### src/rtl/core/ials_pkg.sv
// ----------------------------------------------------------------------------
// ials_pkg: shared types and constants for the indexed array list engine
// Store depth, field layouts of the request and response beats, request
// codes, status codes and the command broadcast to the row of cells.
// ----------------------------------------------------------------------------
package ials_pkg;

   localparam int DEPTH  = 64;
   localparam int IDX_W  = $clog2(DEPTH);
   localparam int CNT_W  = $clog2(DEPTH + 1);
   // Width used for all index and count comparisons; covers the 7-bit fields.
   localparam int CMP_W  = (CNT_W > 7) ? CNT_W : 7;
   localparam int WORD_W = 32;

   typedef enum logic [3:0] {
      ACT_PUSH   = 4'd0,
      ACT_POP    = 4'd1,
      ACT_INSERT = 4'd2,
      ACT_ERASE  = 4'd3,
      ACT_READ   = 4'd4,
      ACT_WRITE  = 4'd5,
      ACT_CLEAR  = 4'd6,
      ACT_RESIZE = 4'd7,
      ACT_ASSIGN = 4'd8
   } act_type;

   typedef enum logic [1:0] {
      STAT_OK    = 2'd0,
      STAT_RANGE = 2'd1,
      STAT_FULL  = 2'd2,
      STAT_EMPTY = 2'd3
   } stat_type;

   typedef struct packed {
      logic [3:0]               action;
      logic [5:0]               position;
      logic signed [WORD_W-1:0] value;
      logic [6:0]               new_size;
   } ials_req_type;

   typedef struct packed {
      stat_type                 status;
      logic signed [WORD_W-1:0] read_value;
      logic [6:0]               count;
      logic                     is_empty;
   } ials_rsp_type;

   typedef struct packed {
      logic                     en;
      logic [3:0]               action;
      logic [CMP_W-1:0]         pos;
      logic [CMP_W-1:0]         cnt;
      logic [CMP_W-1:0]         nsz;
      logic signed [WORD_W-1:0] value;
   } ials_cmd_type;

endpackage

### src/rtl/core/ials_cell.sv
// ----------------------------------------------------------------------------
// ials_cell: one entry of the list
// Holds one word and, under the broadcast command, keeps it, loads the new
// value, or takes the word of its lower or upper neighbor. Drives its word
// onto the read tap when it is the addressed entry of a read.
// ----------------------------------------------------------------------------
module ials_cell (
   input  logic                              clock,
   input  logic [ials_pkg::IDX_W-1:0]        cell_idx,
   input  ials_pkg::ials_cmd_type            cmd,
   input  logic signed [ials_pkg::WORD_W-1:0] left_word,
   input  logic signed [ials_pkg::WORD_W-1:0] right_word,
   output logic signed [ials_pkg::WORD_W-1:0] word_out,
   output logic signed [ials_pkg::WORD_W-1:0] tap_word
);
   import ials_pkg::*;

   logic signed [WORD_W-1:0] word_ff;
   logic signed [WORD_W-1:0] word_in;
   logic [CMP_W-1:0]         idx;
   logic                     sel;

   assign idx = CMP_W'(cell_idx);

   always_comb begin
      word_in = word_ff;
      sel     = 1'b0;
      if (cmd.en) begin
         case (cmd.action)
            ACT_PUSH: begin
               if (idx == cmd.cnt) word_in = cmd.value;
            end
            ACT_INSERT: begin
               if (idx == cmd.pos) begin
                  word_in = cmd.value;
               end else if (idx > cmd.pos && idx <= cmd.cnt) begin
                  word_in = left_word;
               end
            end
            ACT_ERASE: begin
               if (idx >= cmd.pos && (idx + CMP_W'(1)) < cmd.cnt) word_in = right_word;
            end
            ACT_READ: begin
               sel = (idx == cmd.pos);
            end
            ACT_WRITE: begin
               if (idx == cmd.pos) word_in = cmd.value;
            end
            ACT_RESIZE: begin
               if (idx >= cmd.cnt && idx < cmd.nsz) word_in = cmd.value;
            end
            ACT_ASSIGN: begin
               if (idx < cmd.nsz) word_in = cmd.value;
            end
            default: begin
            end
         endcase
      end
   end

   always_ff @(posedge clock) begin
      word_ff <= word_in;
   end

   assign word_out = word_ff;
   assign tap_word = sel ? word_ff : '0;

endmodule

### config.mk
export PLATFORM = sky130hd
export DESIGN_NAME = ials_cell
export DESIGN_NICKNAME = d
export VERILOG_FILES = /design/src/rtl/core/ials_pkg.sv /design/src/rtl/core/ials_cell.sv
export SDC_FILE = /design/constraint.sdc
export NUM_CORES = 1
export LEC_CHECK = 0
export BUFFER_PORTS_ARGS = -buffer_cell sky130_fd_sc_hd__buf_2
export CORE_UTILIZATION = 42
export DETAILED_ROUTE_END_ITERATION = 10
export PLACE_DENSITY_LB_ADDON = 0.25
export RECOVER_POWER = 50
export SETUP_SLACK_MARGIN = 0.3
export SLEW_MARGIN = 20
export SYNTH_ARGS = -nofsm -noshare
export SYNTH_HDL_FRONTEND = slang
export SYNTH_SLANG_ARGS = --single-unit
export TNS_END_PERCENT = 20
### constraint.sdc
create_clock -name clock -period 4.51 [get_ports clock]
set_input_delay 0.6765 -clock clock [delete_from_list [all_inputs] [get_ports clock]]
set_output_delay 0.6765 -clock clock [all_outputs]
set_load 0.02 [all_outputs]
== Yosys cells after proc, flatten, opt, wreduce, memory -nomap -nowiden ==
Index checks and enable logic that the tools add are counted.
Word-level totals
  register bits after elaboration: 32
  input bits: 129
  output and inout bits: 64
Operators by class
  add/subtract/negate cells: 1
  muxes and demuxes: 11
  eq/ne operators: 14
  reductions and logical operators: 6
  magnitude comparators: 6
Operators with widths (count)
  two-way mux 32 bit: 8
  one-hot mux 32 bit (6 select lines): 1
  equality test 6 x 7 -> 1 bit: 2
  greater-or-equal comparator 6 x 7 -> 1 bit: 2
  equality test 4 x 3 -> 1 bit, second input constant: 3
  != test 2 bit, second input constant: 5
  equality test 4 x 2 -> 1 bit, second input constant: 2
  AND reduction 8 bit: 1
  adder 6 x 1 -> 7 bit, second input constant: 1
  > comparator 6 x 7 -> 1 bit: 1
  less-or-equal comparator 6 x 7 -> 1 bit: 1
  < comparator 6 x 7 -> 1 bit: 1
  < comparator 7 bit: 1
  nonzero test 6 bit: 1
  equality test 4 bit, second input constant: 1
  zero test 4 bit: 1
  logical AND 1 bit: 3
  != test 3 bit, second input constant: 1
  two-way mux 1 bit: 2

== Longest topological paths before layout ==
Gate-level depths: netlist of the first run.
  depth in word-level cells: 5
  depth in mapped cells: 9
  depth with buffers taken out: 9

== Worst setup path after synthesis of the first run ==
Ideal clock, no wire load.
  path type: input -> register
  from: input port cell_idx[0] (netlist name)
  to: register word_ff[0] (netlist: word_out[0]), enable pin
  required time: 4.094 ns
  slack: 0.943 ns
  stages: 9
  arrival: 3.151 ns
  cells stage by stage: ha_1 > xor2_1 > ha_1 > o21ai_0 > a21oi_1 > o21a_1 > o21ai_0 > a21oi_1 > nor3_2
On the way
  cells in the longest elaborated chain, start to end: 5
RTL lines
  from (decl): RTL line ials_cell.sv:9  | input logic [ials_pkg::IDX_W-1:0] cell_idx,
  adder 6 x 1 -> 7 bit: RTL line ials_cell.sv:41  | if (idx >= cmd.pos && (idx + CMP_W'(1)) < cmd.cnt) word_in = right_word;
  < comparator 7 bit: RTL line ials_cell.sv:41
  logical AND 1 bit: RTL line ials_cell.sv:41
  != test 2 bit (no source line)
  AND reduction 8 bit (no source line) *
  to (signal assigned): RTL line ials_cell.sv:62  | word_ff <= word_in;
  to (decl): RTL line ials_cell.sv:18  | logic signed [WORD_W-1:0] word_ff;
Every way passes the cells marked *; elsewhere a longest branch is shown, timed or not.
A chain may end at the register's enable or synchronous reset.

== Worst setup path after layout of the first run ==
  from: input port cell_idx[4] (netlist name)
  to: output port tap_word[26] (netlist name)
On the way
  cells in the longest elaborated chain, start to end: 4
RTL lines
  equality test 6 x 7 -> 1 bit: RTL line ials_cell.sv:44  | sel = (idx == cmd.pos);
  two-way mux 1 bit: RTL line ials_cell.sv:29  | case (cmd.action)
  two-way mux 1 bit: RTL line ials_cell.sv:28  | if (cmd.en) begin
  two-way mux 32 bit: RTL line ials_cell.sv:66  | assign tap_word = sel ? word_ff : '0;
  to (decl): RTL line ials_cell.sv:14  | output logic signed [ials_pkg::WORD_W-1:0] tap_word
Every way passes these cells.

==> run metrics, run 1 <==
synthesized area=2700 sq um; Ant. Diodes=0; Starting Density=0.445; Primary FF master, synth=edfxtp_1; kind of critical path=in -> out; worst slew pin tran=between 0.8 and 0.9 ns; post-synthesis mux area share=0; wirelength, routed=8.34 mm; Max Root-Sink Buffers=2; status=finished, final reports clean; top-count cell post-synth=a22oi_1; routed len/inst=around 15 microns; max_slew headroom=0.461; routability cong.=approximately 0.86; Non-Filler Instances=between 500 and 600; GRT Overall Usage=0.235; Reg area=961 sq um; largest family of logic cells by synthesized area=compound AO/OA/AOI/OAI gates; DR iter-0 viols=106; setup repair bufs after CTS=0; root buf cell=clkbuf_8; Post-route DRC=0; met3 wire length=between 400 and 500 microns; startpoint types=primary input; setup TNS=0 ns; Post-Synth XOR/XNOR Area=0.0130; share of layout cells above drive strength 1=0.367; met2 WL=4.44 mm; Reg clk slew, reported paths=0.06 ns; Area contributors post-synth=edfxtp_1 36%, a22oi_1 18%, ha_1 12%; minimum clock period=about 3.5 ns; CTS resizes=0; distinct cell type count after synthesis=39; Yosys reg bits=32; vias in the first global route=2,736; Setup crit end=tap_word[26]; Die Span X=82.1 microns; dpl cells=542; hold_buf cts=0; Setup Viol. Count Final=0; die area=6750 sq um; synthesized net count=~450; fin nets=628; Peak Freq=282 MHz; placeable core area=6060 sq um; H-tree depth=2; RSZ-0062 raised after global routing=false; IO Pins=193; drt pass-1 iters=4; max_cap viols=0; crit end category=primary output; DP HPWL=6.52 mm; multi-input logic area=1580 sq um; fin crit share=0.785; Synth Area in Compound Gates=0.294; pwr dens=208 nW/um^2; post-synth top area share=0.356; IO buf count=around 190; CP Data Required Time=around 3.8 ns; largest area contributor in the netlist=edfxtp_1; drt via density=~5.5; TritonCTS Buffers=5; critical path startpoint=cell_idx[4]; max-slew violation count=0; synth warn=0; hold violation total from the final report=0; simple-gate area share of the yosys netlist=0.158; Final ANT Viol Nets=0; Commonest cells post-synth=64 x a22oi_1, 32 x and2_1, 32 x edfxtp_1, 32 x o21ai_1, 25 x ha_1; vias=3,004; number of synthesized flops with an enable pin=32; CTS tree=done; Critical Path AT=between 2 and 3 ns; hold_sp=right_word[23]; Seq/Total Area, Yosys=0.356; CTS sink count=32; Max FO, Critical Path=32; pin count of the biggest net entering global routing=38; syn_area_per_cell=~9.3 sq um; worst vdd ir=0.101 mV; met1 WL=between 3 and 4 mm; Adder-Cell Fraction of Synth Area=0.116; global route overflow=0; initial antenna violation count=0; # rows=28; Hold WC Path Type=in -> reg; max reg flops=32; Area Growth Syn to Fin=38.3%; leakage=0.00175 uW; first-pass GRT wire length=about 12 mm; asr flop ratio synth=0; Synth Instances=about 290; die height=a little over 80 microns; max layer used=met4; Filler cells=just under 600
[critical path: stages]
cell and delay, ns:
buf_2 0.15, ha_1 0.30, and4b_1 0.22, and4_1 0.63, and4_4 0.53, and2_1 0.18, buf_2 0.16
[layout make-up]
cell class,instances,area share
Clock buffer,6,0.0195
Clock inverter,1,0.00134
Inverter,19,0.0191
Multi-Input combinational cell,220,0.422
Sequential cell,32,0.258
Tap cell,75,0.0252
Timing Repair Buffer,196,0.255
[worst min path at each step]
stage / depth (start not counted) / slack (ns) / end
global route: 3 / 0.72 / word_out[30]
finish: 3 / 0.70 / word_out[23]
detailed placement: 3 / 0.99 / word_out[10]
floorplan: 2 / 0.89 / word_out[0]
global placement: 3 / 0.98 / word_out[26]
CTS: 3 / 0.70 / word_out[10]
[power breakdown]
part / total [uW] / internal (uW) / switching [uW]
clock network: 192 / 104 / 87.3
logic: 217 / 93.7 / 123
registers: 367 / 355 / 11.9
[stage by stage]
step           setup WS, ns  utilization  hold slack, ns  power [uW]  cell area, sq um
4_1_cts               0.987        0.622           0.696         791              3770
3_3_place_gp          0.864        0.609           0.980         592              3690
2_1_floorplan         0.943            -           0.892         487              2700
6_report              0.970        0.615           0.702         775              3730
3_5_place_dp          0.760        0.609           0.987         597              3690
5_1_grt               0.843        0.615           0.717         821              3730
[layer usage]
layer	vias to the layer above	GRT usage
met5	-	0
met4	0	0.0684
met3	6	0.0396
met2	109	0.447
met1	1408	0.266
li1	1481	-
[cells by family (layout without fill, tap and decap cells)]
| group | count (synthesis) | in the layout |
|---|---|---|
| AOI/OAI and AO/OA | 121 | 121 |
| and+or+nand+nor | 70 | 70 |
| DFF | 32 | 32 |
| buffers and inverters | 39 | 222 |
| adders and majority gates | 25 | 25 |
| xor gates and xnor gates | 4 | 4 |
[layout by cell type (no fill, tap or decap), types with 2 or more instances in the layout]
cell type	netlist	final
buf_2	6	160
a22oi_1	64	64
o21ai_0	8	39
clkbuf_1	9	33
and2_1	32	32
edfxtp_1	32	32
ha_1	25	25
inv_1	19	19
nor2_1	9	8
a21oi_1	6	6
nand2_1	5	5
clkbuf_8	0	5
a21o_1	4	4
buf_4	4	4
nand3_1	3	3
xnor2_1	3	3
nand2b_1	3	3
nand4_1	3	3
and4_1	2	2
a211oi_1	2	2
nor3_1	2	2
Note: power is estimated with default switching activity, not from simulation.
==> run 2, diff against run 1 <==
clock period = 3.7 ns   (was 4.51 ns; I/O delays follow)
==> run 2 against run 1 <==
  * The flow now finishes with violations (max-capacitance violations, max-slew violations)
  * Core utilization is 0.17 points higher
  * Combinational power increased by 23%
  * Die area unchanged
  * Total power rose by 21%
  * Largest power group unchanged
  * Sequential power rose by 22%
  * Highest routed layer unchanged
  * Critical path depth rose by 1
  * Cell count increased by 0.36%
  * First-iteration DRC count down 15%
  * Clock power grew 20%
  * Clock-buffer cell count shrank 1
  * Sequential share of layout area shrank 0.069 points
==> run metrics, run 2 (same netlist as run 1, synthesis figures left out) <==
status=finished, violations left; failing checks=max-capacitance violations, max-slew violations; Comb pwr share=0.283; root buf cell=clkbuf_8; GRT Overall Usage=0.239; Critical Path AT=3.20 ns; hold_ws=0.591 ns; Area Growth Syn to Fin=38.6%; vias in the first global route=2,725; Sw Ratio=0.288; met2 WL=4.41 mm; CP Data Required Time=3.78 ns; internal power=~670 uW; # rows=28; setup repair bufs after CTS=0; IO Pins=193; Filler cells=about 570; DP HPWL=6.49 mm; drt pass-1 iters=5; hold violation total from the final report=0; Final ANT Viol Nets=0; TritonCTS Buffers=5; die height=82.1 microns; routed len/inst=roughly 15 microns; routability cong.=0.859; clock group share of total power=0.244; placeable core area=about 6100 sq um; share of layout cells above drive strength 1=0.366; crit end category=register; met1 WL=3.27 mm; Starting Density=0.445; Flop pwr share=0.473; Reg clk slew, reported paths=approximately 0.060 ns; most frequent cells in the layout=160 x buf_2, 64 x a22oi_1, 39 x o21ai_0; wirelength, routed=between 8 and 9 mm; hold_buf cts=0; pwr dens=252 nW/um^2; Max Root-Sink Buffers=2; Hold WC Path Type=in -> reg; worst vdd ir=around 0.15 mV; Max FO, Critical Path=32; startpoint types=primary input; commonest non-fill, non-tap cell in the layout=buf_2; max layer used=met4; max_cap viols=1; Post-route DRC=0; max reg flops=32; H-tree depth=2; drt via density=approximately 5.4; DR iter-0 viols=90; Peak Freq=320 MHz; met3 wire length=~630 microns; max-slew violation count=33; CTS resizes=0; die area=6750 sq um; RSZ-0062 raised after global routing=false; leakage=0.00176 uW; global route overflow=0; kind of critical path=in -> reg; CTS sink count=32; Die Span X=82.1 microns; worst slew pin tran=between 1.5 and 2 ns; pre-CTS setup slack=0.591 ns; CTS tree=done; Setup crit end=word_out[24]; Psw=271 uW; critical path startpoint=cell_idx[4]; fin nets=630; fin crit share=0.844; initial antenna violation count=1; IO buf count=192; first-pass GRT wire length=roughly 12 mm; Setup Viol. Count Final=0; vias=approximately 3,000; max_slew headroom=-0.00457; minimum clock period=3.12 ns; Ant. Diodes=0; setup TNS=0 ns; final worst slack=slightly below 0.6 ns; pin count of the biggest net entering global routing=38
==> run 2: changes by cell type in the layout (fill, tap and decap cells not counted), sizes merged <==
cell,change
buf,+1
clkinv,+1
==> run 2: power by group through the flow <==
stage	clock network (uW)	logic [uW]	registers, uW
finish	230	266	446
detailed placement	0	276	452
global placement	0	269	451
floorplan	0	114	480
global route	256	298	448
CTS	241	278	445
==> run 2: final cells by class <==
type,count,area (sq um),area share
flip-flops and latches,32,961,0.257
repair buffers,198,962,0.257
inverters,19,71.3,0.0191
clock buffers,5,68.8,0.0184
well taps,75,93.8,0.0251
clock inverters,2,7.51,0.00201
multi-input cells,220,1580,0.421
==> run 2: worst max-delay path, cell delays in order <==
cell	delay [ns]
buf_2	0.15
ha_1	0.32
and4b_1	0.22
and4_1	0.25
nor2_4	0.12
clkbuf_1	1.12
a22oi_1	0.15
o21ai_0	0.31
==> run 2: through the flow <==
| stage | cells | utilization | cell area, sq um | total power [uW] |
|---|---|---|---|---|
| 6_report | 551 | 0.617 | 3740 | 942 |
| 5_1_grt | 551 | 0.617 | 3740 | 1000 |
| 4_1_cts | 551 | 0.624 | 3780 | 963 |
| 3_5_place_dp | 544 | 0.612 | 3710 | 729 |
| 3_3_place_gp | 544 | 0.612 | 3710 | 720 |
| 2_1_floorplan | 291 | - | 2700 | 595 |
==> run 2: how the worst min path moves through the flow <==
stage / from / end / slack [ns] / depth (start not counted)
after floorplan: right_word[0] / word_out[0] / 0.77 / 2
after global placement: right_word[1] / word_out[1] / 0.86 / 3
after detailed placement: right_word[5] / word_out[5] / 0.87 / 3
after CTS: right_word[5] / word_out[5] / 0.58 / 3
after global routing: right_word[5] / word_out[5] / 0.58 / 3
final: right_word[5] / word_out[5] / 0.59 / 3
==> run 2: routing by layer <==
metal	global-route usage	up-vias
met5	0	-
met4	0.0719	0
met3	0.0582	8
met2	0.450	135
li1	-	1487
met1	0.262	1367
